[config.mk]
export PLATFORM = sky130hd
export DESIGN_NAME = bitmap_page_allocator_core
export DESIGN_NICKNAME = d
export VERILOG_FILES = /design/src/hdl/bpa_pkg.sv /design/src/hdl/bpa_ram.sv /design/src/hdl/bpa_ctrl.sv /design/src/hdl/bpa_datapath.sv /design/src/hdl/bitmap_page_allocator_core.sv
export SDC_FILE = /design/constraint.sdc
export NUM_CORES = 2
export LEC_CHECK = 0
export ABC_CLOCK_PERIOD_IN_PS = 22400
export BUFFER_PORTS_ARGS = -buffer_cell sky130_fd_sc_hd__buf_2
export CELL_PAD_IN_SITES_DETAIL_PLACEMENT = 1
export CELL_PAD_IN_SITES_GLOBAL_PLACEMENT = 1
export CORE_MARGIN = 8
export CORE_UTILIZATION = 42
export DETAILED_ROUTE_END_ITERATION = 6
export PLACE_DENSITY = 0.67
export SLEW_MARGIN = 20
export SYNTH_ARGS = -nofsm -noshare
export SYNTH_HDL_FRONTEND = slang
export SYNTH_SLANG_ARGS = --single-unit
[constraint.sdc]
create_clock -name clk -period 22.4 [get_ports clk]
set_clock_uncertainty 0.05 [all_clocks]
set_input_delay 2.24 -clock clk [delete_from_list [all_inputs] [get_ports clk]]
set_output_delay 2.24 -clock clk [all_outputs]
set_load 0.02 [all_outputs]
[src/hdl/bpa_pkg.sv]
`timescale 1ns / 1ps
// Shared types and constants for the bitmap page allocator.
// Holds the request and response structs and the controller/datapath interface.
// No dependencies.
package bpa_pkg;

	// Bitmap words as stored in the RAM.
	localparam int WORD_W      = 64;
	localparam int OFF_W       = 6;
	localparam int BYTE_W      = 8;
	localparam int BYTE_IDX_W  = 3;

	// Field widths.
	localparam int OPCODE_W    = 2;
	localparam int PAGE_W      = 12;
	localparam int COUNT_W     = 13;
	localparam int STATUS_W    = 2;

	localparam logic [COUNT_W-1:0] TOTAL_RESET = 13'd4096;

	typedef enum logic [OPCODE_W-1:0] {
		OP_ALLOC = 2'd0,
		OP_FREE  = 2'd1,
		OP_MARK  = 2'd2
	} opcode_t;

	typedef enum logic [STATUS_W-1:0] {
		STATUS_OK         = 2'd0,
		STATUS_NO_FIT     = 2'd1,
		STATUS_ZERO_COUNT = 2'd2
	} status_t;

	typedef enum logic [2:0] {
		S_CLEAR,
		S_IDLE,
		S_DECODE,
		S_SCAN_RD,
		S_SCAN,
		S_WR_RD,
		S_WR_WB
	} state_t;

	typedef struct packed {
		logic [OPCODE_W-1:0] opcode;
		logic [PAGE_W-1:0]   first_page;
		logic [COUNT_W-1:0]  num_pages;
	} req_t;

	typedef struct packed {
		logic [STATUS_W-1:0] status;
		logic [PAGE_W-1:0]   start_page;
	} rsp_t;

	// Commands from the controller to the datapath.
	typedef struct packed {
		logic    clr_step;
		logic    load;
		logic    scan_begin;
		logic    retry;
		logic    scan_rd;
		logic    scan_step;
		logic    wr_rd;
		logic    wr_wb;
		logic    finish;
		status_t status;
	} ctrl_cmd_t;

	// Status from the datapath to the controller.
	typedef struct packed {
		logic [OPCODE_W-1:0] opcode;
		logic                zero_count;
		logic                rw;
		logic                clr_last;
		logic                scan_found;
		logic                word_done;
		logic                pass_last;
		logic                from_zero;
		logic                wr_last;
	} dp_stat_t;

endpackage

[src/hdl/bpa_ram.sv]
`timescale 1ns / 1ps
// Generic single-write, single-read RAM with a registered read port.
// No dependencies.
module bpa_ram #(
	parameter int WIDTH = 64,
	parameter int DEPTH = 64
) (
	input  logic                                    clk,
	input  logic                                    wr_en,
	input  logic [((DEPTH > 1) ? $clog2(DEPTH) : 1)-1:0] wr_addr,
	input  logic [WIDTH-1:0]                        wr_data,
	input  logic                                    rd_en,
	input  logic [((DEPTH > 1) ? $clog2(DEPTH) : 1)-1:0] rd_addr,
	output logic [WIDTH-1:0]                        rd_data
);

	logic [WIDTH-1:0] mem_q [DEPTH];
	logic [WIDTH-1:0] rd_data_q;

	always_ff @(posedge clk) begin
		if (wr_en) begin
			mem_q[wr_addr] <= wr_data;
		end
		if (rd_en) begin
			rd_data_q <= mem_q[rd_addr];
		end
	end

	assign rd_data = rd_data_q;

endmodule

[src/hdl/bpa_ctrl.sv]
`timescale 1ns / 1ps
// Controller state machine of the bitmap page allocator.
// Depends on bpa_pkg.
module bpa_ctrl (
	input  logic                 clk,
	input  logic                 arst_n,
	input  logic                 start,
	input  bpa_pkg::dp_stat_t    stat,
	output bpa_pkg::ctrl_cmd_t   cmd,
	output logic                 busy
);

	bpa_pkg::state_t state_q;
	bpa_pkg::state_t state_n;
	logic            is_alloc;

	assign is_alloc = (stat.opcode == bpa_pkg::OP_ALLOC);

	always_ff @(posedge clk or negedge arst_n) begin
		if (!arst_n) begin
			state_q <= bpa_pkg::S_CLEAR;
		end else begin
			state_q <= state_n;
		end
	end

	always_comb begin
		state_n = state_q;
		case (state_q)
			bpa_pkg::S_CLEAR: begin
				if (stat.clr_last) begin
					state_n = bpa_pkg::S_IDLE;
				end
			end
			bpa_pkg::S_IDLE: begin
				if (start) begin
					state_n = bpa_pkg::S_DECODE;
				end
			end
			bpa_pkg::S_DECODE: begin
				if (is_alloc && !stat.zero_count) begin
					state_n = bpa_pkg::S_SCAN_RD;
				end else if (stat.rw) begin
					state_n = bpa_pkg::S_WR_RD;
				end else begin
					state_n = bpa_pkg::S_IDLE;
				end
			end
			bpa_pkg::S_SCAN_RD: begin
				state_n = bpa_pkg::S_SCAN;
			end
			bpa_pkg::S_SCAN: begin
				if (stat.scan_found) begin
					state_n = bpa_pkg::S_WR_RD;
				end else if (stat.word_done) begin
					if (stat.pass_last && stat.from_zero) begin
						state_n = bpa_pkg::S_IDLE;
					end else begin
						state_n = bpa_pkg::S_SCAN_RD;
					end
				end
			end
			bpa_pkg::S_WR_RD: begin
				state_n = bpa_pkg::S_WR_WB;
			end
			bpa_pkg::S_WR_WB: begin
				if (stat.wr_last) begin
					state_n = bpa_pkg::S_IDLE;
				end else begin
					state_n = bpa_pkg::S_WR_RD;
				end
			end
			default: begin
				state_n = bpa_pkg::S_IDLE;
			end
		endcase
	end

	always_comb begin
		cmd        = '0;
		cmd.status = bpa_pkg::STATUS_OK;
		case (state_q)
			bpa_pkg::S_CLEAR: begin
				cmd.clr_step = 1'b1;
			end
			bpa_pkg::S_IDLE: begin
				cmd.load = start;
			end
			bpa_pkg::S_DECODE: begin
				if (is_alloc) begin
					if (stat.zero_count) begin
						cmd.finish = 1'b1;
						cmd.status = bpa_pkg::STATUS_ZERO_COUNT;
					end else begin
						cmd.scan_begin = 1'b1;
					end
				end else if (!stat.rw) begin
					cmd.finish = 1'b1;
				end
			end
			bpa_pkg::S_SCAN_RD: begin
				cmd.scan_rd = 1'b1;
			end
			bpa_pkg::S_SCAN: begin
				if (!stat.scan_found && stat.word_done && stat.pass_last) begin
					if (stat.from_zero) begin
						cmd.finish = 1'b1;
						cmd.status = bpa_pkg::STATUS_NO_FIT;
					end else begin
						cmd.retry = 1'b1;
					end
				end else begin
					cmd.scan_step = 1'b1;
				end
			end
			bpa_pkg::S_WR_RD: begin
				cmd.wr_rd = 1'b1;
			end
			bpa_pkg::S_WR_WB: begin
				cmd.wr_wb  = 1'b1;
				cmd.finish = stat.wr_last;
			end
			default: begin
				cmd = '0;
			end
		endcase
	end

	assign busy = (state_q != bpa_pkg::S_IDLE);

endmodule

[src/hdl/bpa_datapath.sv]
`timescale 1ns / 1ps
// Datapath of the bitmap page allocator: bitmap RAM, run tracker, range writer.
// Depends on bpa_pkg and bpa_ram.
module bpa_datapath #(
	parameter int PAGES = 4096
) (
	input  logic                                  clk,
	input  logic                                  arst_n,
	input  bpa_pkg::req_t                         req,
	input  bpa_pkg::ctrl_cmd_t                    cmd,
	input  logic                                  cfg_wr,
	input  logic [bpa_pkg::COUNT_W-1:0]           cfg_data,
	output bpa_pkg::dp_stat_t                     stat,
	output logic                                  done,
	output bpa_pkg::rsp_t                         rsp
);

	localparam int WORD_W = bpa_pkg::WORD_W;
	localparam int OFF_W  = bpa_pkg::OFF_W;
	localparam int CNT_W  = bpa_pkg::COUNT_W;
	localparam int DEPTH  = (PAGES + WORD_W - 1) / WORD_W;
	localparam int WAW    = (DEPTH > 1) ? $clog2(DEPTH) : 1;
	localparam int PW     = WAW + OFF_W;
	localparam int CW     = ((PW > 14) ? PW : 14) + 1;

	// Registers.
	logic [CNT_W-1:0]                   total_q;
	logic [WAW-1:0]                     word_q;
	logic [bpa_pkg::BYTE_IDX_W-1:0]     byte_q;
	logic [PW-1:0]                      cursor_q;
	logic                               done_q;
	logic [bpa_pkg::OPCODE_W-1:0]       opcode_q;
	logic [CNT_W-1:0]                   count_q;
	logic                               rw_q;
	logic [PW-1:0]                      lo_q;
	logic [PW-1:0]                      hi_q;
	logic [PW-1:0]                      from_q;
	logic [CNT_W-1:0]                   run_q;
	bpa_pkg::rsp_t                      rsp_q;

	// RAM interface.
	logic                               ram_rd_en;
	logic                               ram_wr_en;
	logic [WORD_W-1:0]                  ram_wr_data;
	logic [WORD_W-1:0]                  ram_rd_data;

	// Limit and request decode.
	logic [CW-1:0]                      lim_c;
	logic [CW-1:0]                      first_c;
	logic [CW-1:0]                      end_c;
	logic [CW-1:0]                      top_c;
	logic [CW-1:0]                      top_m1;
	logic                               rw_n;

	// Scan.
	logic [CW-1:0]                      base_c;
	logic [WORD_W-1:0]                  ge_mask;
	logic [WORD_W-1:0]                  lt_mask;
	logic [WORD_W-1:0]                  eff;
	logic [CNT_W-1:0]                   run_v;
	logic                               fnd_v;
	logic [OFF_W-1:0]                   off_v;
	logic [OFF_W-1:0]                   pos_v;
	logic [CNT_W-1:0]                   need_v;
	logic                               all_free;
	logic                               none_free;
	logic                               fast;
	logic                               fast_found;
	logic                               scan_found;
	logic                               word_done;
	logic [OFF_W-1:0]                   scan_off;
	logic [CNT_W-1:0]                   run_n;
	logic [PW-1:0]                      end_pos;
	logic [PW-1:0]                      lo_n;

	// Range write.
	logic [WAW-1:0]                     lo_word;
	logic [WAW-1:0]                     hi_word;
	logic [WORD_W-1:0]                  lo_mask;
	logic [WORD_W-1:0]                  hi_mask;
	logic [WORD_W-1:0]                  wr_mask;
	logic                               set_bits;

	bpa_ram #(
		.WIDTH (WORD_W),
		.DEPTH (DEPTH)
	) u_ram (
		.clk     (clk),
		.wr_en   (ram_wr_en),
		.wr_addr (word_q),
		.wr_data (ram_wr_data),
		.rd_en   (ram_rd_en),
		.rd_addr (word_q),
		.rd_data (ram_rd_data)
	);

	assign lim_c = (CW'(total_q) > CW'(PAGES)) ? CW'(PAGES) : CW'(total_q);

	// Free and mark ranges are clipped to the limit at load time.
	assign first_c = CW'(req.first_page);
	assign end_c   = first_c + CW'(req.num_pages);
	assign top_c   = (end_c < lim_c) ? end_c : lim_c;
	assign top_m1  = top_c - CW'(1);
	assign rw_n    = ((req.opcode == bpa_pkg::OP_FREE) || (req.opcode == bpa_pkg::OP_MARK))
		&& (first_c < top_c);

	// Free bits of the current word that count for this pass.
	assign base_c  = CW'({word_q, {OFF_W{1'b0}}});
	assign ge_mask = (word_q == from_q[PW-1:OFF_W]) ?
		({WORD_W{1'b1}} << from_q[OFF_W-1:0]) : {WORD_W{1'b1}};

	always_comb begin
		if (base_c + CW'(WORD_W) <= lim_c) begin
			lt_mask = {WORD_W{1'b1}};
		end else if (base_c < lim_c) begin
			lt_mask = ~({WORD_W{1'b1}} << lim_c[OFF_W-1:0]);
		end else begin
			lt_mask = '0;
		end
	end

	assign eff = ~ram_rd_data & ge_mask & lt_mask;

	// One byte of the word per cycle through the run counter.
	always_comb begin
		run_v = run_q;
		fnd_v = 1'b0;
		off_v = '0;
		pos_v = '0;
		for (int k = 0; k < bpa_pkg::BYTE_W; k++) begin
			pos_v = {byte_q, bpa_pkg::BYTE_IDX_W'(k)};
			if (!fnd_v) begin
				if (eff[pos_v]) begin
					run_v = run_v + CNT_W'(1);
					if (run_v == count_q) begin
						fnd_v = 1'b1;
						off_v = pos_v;
					end
				end else begin
					run_v = '0;
				end
			end
		end
	end

	// Whole words that are all free or all used are taken at once, without the byte-wise run counter.
	assign need_v     = count_q - run_q;
	assign all_free   = &eff;
	assign none_free  = ~|eff;
	assign fast       = (byte_q == '0) && (all_free || none_free);
	assign fast_found = fast && all_free && (need_v <= CNT_W'(WORD_W));
	assign scan_found = fast ? fast_found : fnd_v;
	assign scan_off   = fast ? OFF_W'(need_v - CNT_W'(1)) : off_v;
	assign word_done  = fast ? !fast_found : ((byte_q == '1) && !fnd_v);
	assign run_n      = fast ? (all_free ? run_q + CNT_W'(WORD_W) : '0) : run_v;
	assign end_pos    = {word_q, scan_off};
	assign lo_n       = end_pos - PW'(count_q) + PW'(1);

	// Read-modify-write masks. 63 - offset is the inverted offset.
	assign lo_word  = lo_q[PW-1:OFF_W];
	assign hi_word  = hi_q[PW-1:OFF_W];
	assign lo_mask  = (word_q == lo_word) ?
		({WORD_W{1'b1}} << lo_q[OFF_W-1:0]) : {WORD_W{1'b1}};
	assign hi_mask  = (word_q == hi_word) ?
		({WORD_W{1'b1}} >> (~hi_q[OFF_W-1:0])) : {WORD_W{1'b1}};
	assign wr_mask  = lo_mask & hi_mask;
	assign set_bits = (opcode_q != bpa_pkg::OP_FREE);

	assign ram_rd_en   = cmd.scan_rd | cmd.wr_rd;
	assign ram_wr_en   = cmd.clr_step | cmd.wr_wb;
	assign ram_wr_data = cmd.clr_step ? {WORD_W{1'b1}} :
		(set_bits ? (ram_rd_data | wr_mask) : (ram_rd_data & ~wr_mask));

	always_ff @(posedge clk or negedge arst_n) begin
		if (!arst_n) begin
			total_q  <= bpa_pkg::TOTAL_RESET;
			word_q   <= '0;
			byte_q   <= '0;
			cursor_q <= '0;
			done_q   <= 1'b0;
		end else begin
			done_q <= cmd.finish;
			if (cfg_wr) begin
				total_q <= cfg_data;
			end
			if (cmd.clr_step) begin
				word_q <= word_q + WAW'(1);
			end else if (cmd.load) begin
				word_q <= first_c[PW-1:OFF_W];
			end else if (cmd.scan_begin) begin
				word_q <= cursor_q[PW-1:OFF_W];
				byte_q <= '0;
			end else if (cmd.retry) begin
				cursor_q <= '0;
				word_q   <= '0;
				byte_q   <= '0;
			end else if (cmd.scan_step) begin
				if (scan_found) begin
					word_q   <= lo_n[PW-1:OFF_W];
					cursor_q <= end_pos;
					byte_q   <= '0;
				end else if (word_done) begin
					word_q <= word_q + WAW'(1);
					byte_q <= '0;
				end else begin
					byte_q <= byte_q + bpa_pkg::BYTE_IDX_W'(1);
				end
			end else if (cmd.wr_wb) begin
				word_q <= word_q + WAW'(1);
			end
		end
	end

	always_ff @(posedge clk) begin
		if (cmd.load) begin
			opcode_q <= req.opcode;
			count_q  <= req.num_pages;
			rw_q     <= rw_n;
			lo_q     <= first_c[PW-1:0];
			hi_q     <= top_m1[PW-1:0];
		end
		if (cmd.scan_begin) begin
			from_q <= cursor_q;
			run_q  <= '0;
		end else if (cmd.retry) begin
			from_q <= '0;
			run_q  <= '0;
		end else if (cmd.scan_step) begin
			run_q <= run_n;
			if (scan_found) begin
				lo_q <= lo_n;
				hi_q <= end_pos;
			end
		end
		if (cmd.finish) begin
			rsp_q.status     <= cmd.status;
			rsp_q.start_page <= ((opcode_q == bpa_pkg::OP_ALLOC)
				&& (cmd.status == bpa_pkg::STATUS_OK)) ? bpa_pkg::PAGE_W'(lo_q) : '0;
		end
	end

	assign stat.opcode     = opcode_q;
	assign stat.zero_count = (count_q == '0);
	assign stat.rw         = rw_q;
	assign stat.clr_last   = (word_q == WAW'(DEPTH - 1));
	assign stat.scan_found = scan_found;
	assign stat.word_done  = word_done;
	assign stat.pass_last  = (base_c + CW'(WORD_W) >= lim_c);
	assign stat.from_zero  = (from_q == '0);
	assign stat.wr_last    = (word_q == hi_word);

	assign done = done_q;
	assign rsp  = rsp_q;

endmodule

[src/hdl/bitmap_page_allocator_core.sv]
`timescale 1ns / 1ps
// Top level of the bitmap page allocator: controller plus datapath.
// Depends on bpa_pkg, bpa_ctrl, bpa_datapath (and through it bpa_ram).
//
//   Channel   Handshake              Payload               Transaction at
//   -------   ---------------------  --------------------  -----------------------------
//   request   start / busy           req  (bpa_pkg::req_t) clk edge, start && !busy
//   result    done (one-cycle pulse) rsp  (bpa_pkg::rsp_t) clk edge ending the done cycle
//   config    cfg_valid / cfg_ready  cfg_data (total_pages) clk edge, cfg_valid && cfg_ready
//
// After reset the block sweeps the bitmap RAM to all ones, one 64-bit word per
// cycle with busy high; config writes are taken during that sweep. A free or
// mark decodes the request, then reads and writes back each bitmap word touched.
// An allocate decodes the request, then reads each scanned word and takes it
// whole when it is all free or all used, or one byte of the run tracker per cycle
// when it is mixed, again for the retry pass from page 0 when it runs, and then
// reads and writes back each word of the run marked. The registered RAM read and
// the byte-wide run tracker set the pace. The result pulse follows the last cycle
// of work; the receiver cannot stall it, so nothing backs up.
module bitmap_page_allocator_core #(
	parameter int PAGES = 4096
) (
	input  logic                          clk,
	input  logic                          arst_n,
	input  logic                          start,
	input  bpa_pkg::req_t                 req,
	output logic                          busy,
	output logic                          done,
	output bpa_pkg::rsp_t                 rsp,
	input  logic                          cfg_valid,
	output logic                          cfg_ready,
	input  logic [bpa_pkg::COUNT_W-1:0]   cfg_data
);

	bpa_pkg::ctrl_cmd_t cmd;
	bpa_pkg::dp_stat_t  stat;
	logic               cfg_wr;

	// The limit register can take a write in any cycle; software must write it only
	// while no request is in flight, which the block itself does not enforce.
	assign cfg_ready = 1'b1;
	assign cfg_wr    = cfg_valid & cfg_ready;

	// The controller sequences the clearing sweep, the word-by-word scan with
	// its single retry, and the read-modify-write of page ranges.
	bpa_ctrl u_ctrl (
		.clk    (clk),
		.arst_n (arst_n),
		.start  (start),
		.stat   (stat),
		.cmd    (cmd),
		.busy   (busy)
	);

	// The datapath owns the bitmap RAM, the search cursor, the run counter and
	// the result register.
	bpa_datapath #(
		.PAGES (PAGES)
	) u_dp (
		.clk      (clk),
		.arst_n   (arst_n),
		.req      (req),
		.cmd      (cmd),
		.cfg_wr   (cfg_wr),
		.cfg_data (cfg_data),
		.stat     (stat),
		.done     (done),
		.rsp      (rsp)
	);

`ifndef ASSERT_OFF
	// A result is only ever presented once the controller is back to idle.
	a_done_idle: assert property (@(posedge clk) disable iff (!arst_n)
		done |-> !busy)
		else $error("result strobe while busy");

	// An accepted request always makes the block busy in the next cycle.
	a_accept_busy: assert property (@(posedge clk) disable iff (!arst_n)
		(start && !busy) |=> busy)
		else $error("request accepted but block not busy");

	// Every result closes work that was in flight.
	a_done_after_work: assert property (@(posedge clk) disable iff (!arst_n)
		done |-> $past(busy))
		else $error("result strobe without preceding work");

	// Only a successful allocation reports a page.
	a_start_zero: assert property (@(posedge clk) disable iff (!arst_n)
		(done && (rsp.status != bpa_pkg::STATUS_OK)) |-> (rsp.start_page == '0))
		else $error("nonzero start page on failed request");
`endif

endmodule
==> metrics <==
post-synth cell types=132; met1 WL=262,000 microns; top post-synthesis cells by area=edfxtp_1 (74%), a22oi_1 (5.7%), a221oi_1 (2.1%), a22o_1 (2.1%), a31oi_1 (1.5%); Critical Path Sink Type=flip-flop; status=finished with violations; Top cell by count, worst path=ha_1; Global Route Usage Sum=30.8%; max-cap violation count=1; die footprint=0.426 sq mm; slowest CP cell=dfrtp_1; Inserted Clock Buffers=420; drt pass-1 iters=6; Final Critical Period=20,560 ps; Post-CTS Hold Buffers=0; asr flop ratio synth=0.888%; commonest register cell after synthesis=edfxtp_1; met3 wire length=78,500 microns; Vias/cell=6.94; routed len/inst=41.2 microns; Post-synth top cells=edfxtp_1 (4,202), a22oi_1 (1,296), clkbuf_1 (611); count leader, synth=edfxtp_1; detailed-route DRC error count=0; startpoint class of the critical path=flip-flop; CTS tree=yes; via count=115,000; first-pass GRT wire length=929,000 microns; PortBufs=59; Root Driver=clkbuf_16; NumNets Final=11,000; Post-Route Utilization=47.4%; area leader, netlist=edfxtp_1; Sequential Area=0.128 sq mm; Routed Antenna Nets=0; row cnt=234; initial detailed-routing violation count=19,000; HPWL after DPL=381,000 microns; Yosys top cell area share=74.0%; uppermost layer routed=met5; RD Place Congestion=0.918; flop-to-flop setup slack=1840 ps; Syn Area/Cell=15.9 sq um; post-CTS setup buffers=0; Post-CTS Resized=0; CP Class=flip-flop to flip-flop; Slew Limit Headroom=2.21%; clk slew on worst S/H paths=70 ps; layout cells sized above 1=11.6%; Synth Warn #=0; PD cells=132 mW/mm^2; CP peak stage delay=950 ps; Min Hold Slack=426 ps; register bit total from synthesis=4,277; failing checks=capacitance limit; Hold Crit Class=flip-flop to flip-flop; Final TNS setup=0 ps; post-synthesis sequential area ratio=75.0%; H-tree depth=5; Tcrit/Tclk final=91.8%; Die Wd=653 microns; syn_nets=10,900; Max VDD drop=0.000102 V; effective utilization at floorplan=42.1%; RSZ-0062 raised after global routing=false; largest net degree at the start of global routing=119; Multi-input gate area=0.0402 sq mm; Post-Synthesis Cells=10,700; fillcell total=38,600; Arr. time, crit path=21,320 ps; vias in the first global route=113,000; EDFF count, synth=4,202; CP max FO=28; I/O pin count=61; Max Buffers Root-to-Sink=4; die height=653 microns; wirelength, routed=685,000 microns; worst-skew pair later-pin latency=980 ps; gr ovfl total=0; final-report max-slew violation count=0; synthesized area=0.170 sq mm; metal2 WL=308,000 microns; Tightest Pin Transition=1450 ps; f_max=0.0486 GHz; leak pwr=0.0583 uW; area delta synth->final=12.8%; antenna violations before repair=38; core area=0.405 sq mm; Hold Vio Cnt, Final=0; clk sinks=4,277; WP data required=23,160 ps; final setup fails=0
==> per-stage QoR <==
| step | total power, uW | cell area (sq um) | std cells | setup WS (ps) |
|---|---|---|---|---|
| finish | 25400 | 192000 | 16600 | 1840 |
| global route | 25900 | 192000 | 16600 | 543 |
| CTS | 25200 | 192000 | 16600 | 2050 |
| detailed placement | 18200 | 178000 | 15900 | 2170 |
| global placement | 18100 | 178000 | 15900 | 1920 |
| floorplan | 14600 | 170000 | 10700 | 5250 |
==> power breakdown <==
group | switching, uW | leakage (uW) | internal [uW]
Clock | 3090 | 0.00656 | 3960
Sequential | 389 | 0.0378 | 9960
Combinational | 5970 | 0.0139 | 2020
Total | 9450 | 0.0583 | 15900
==> worst paths after layout <==
path | endpoint | cells after the start | startpoint
min in group asynchronous | u_dp.total_q[2] | 1 | arst_n
worst min register to register | u_dp.cursor_q[4] | 2 | u_dp.cursor_q[4]
worst max-delay path | u_dp.word_q[5] | 74 | u_dp.word_q[2]
worst min-delay path | u_dp.cursor_q[4] | 2 | u_dp.cursor_q[4]
worst max register to register | u_dp.word_q[5] | 74 | u_dp.word_q[2]
max in group asynchronous | u_dp.byte_q[0] | 1 | arst_n
==> state kept, by name, summed over array words and instances (netlist names) <==
| signal | cells |
|---|---|
| u_ctrl.state_q | 3 |
| u_dp.byte_q | 3 |
| u_dp.count_q | 13 |
| u_dp.cursor_q | 12 |
| u_dp.done | 1 |
| u_dp.from_q | 12 |
| u_dp.hi_q | 12 |
| u_dp.lo_q | 12 |
| u_dp.opcode_q | 2 |
| u_dp.rsp | 14 |
| u_dp.run_q | 13 |
| u_dp.rw_q | 1 |
| u_dp.total_q | 13 |
| u_dp.u_ram.mem_q | 4096 |
| u_dp.u_ram.rd_data | 64 |
| u_dp.word_q | 6 |
==> cell families (layout without fill, tap and decap cells) <==
group | count (synthesis) | after routing | share of synthesized area, %
AO/OA/AOI/OAI | 3533 | 3533 | 15.4
XOR/XNOR | 212 | 212 | 1.14
adder cells (fa/ha/maj) | 99 | 99 | 0.740
buffers and inverters | 842 | 1305 | 1.95
flip-flops | 4277 | 4277 | 75.0
multiplexers | 111 | 111 | 0.698
other | 1 | 13 | 0.00220
AND/OR/NAND/NOR | 1661 | 1661 | 5.03
==> layout by cell type, fill, tap and decap left out, types with 167 or more instances in the layout <==
| cell | instances |
|---|---|
| nand2_1 | 346 |
| a31oi_1 | 400 |
| edfxtp_1 | 4202 |
| a22o_1 | 401 |
| nand4_1 | 186 |
| nor2_1 | 272 |
| a21oi_1 | 378 |
| a22oi_1 | 1296 |
| a221oi_1 | 405 |
| nand3_1 | 167 |
| buf_4 | 363 |
| clkbuf_16 | 426 |
==> metal layers <==
metal  vias to the layer above  GRT usage (%)
li1                      44800              -
met1                     60500           41.7
met2                      8501           47.8
met3                      1602           6.77
met4                        14           13.7
met5                         -              0
==> cell type report <==
class / count / share of cell area (%)
flip-flops and latches: 4277 / 66.5
multi-input cells: 5617 / 20.9
clock buffers: 505 / 5.70
well taps: 5428 / 3.53
repair buffers: 446 / 1.84
clock inverters: 260 / 1.31
inverters: 94 / 0.184
diodes: 12 / 0.0156
==> critical path, delay by kind of cell (launching register included) <==
family | cells | cell delay [ps]
fa+ha+maj | 8 | 2410
xor+xnor | 4 | 1110
compound gates | 30 | 7770
flops | 1 | 950
simple gates | 24 | 6530
mux | 2 | 630
buf+inv | 6 | 890
(Power assumes the default switching activity.)
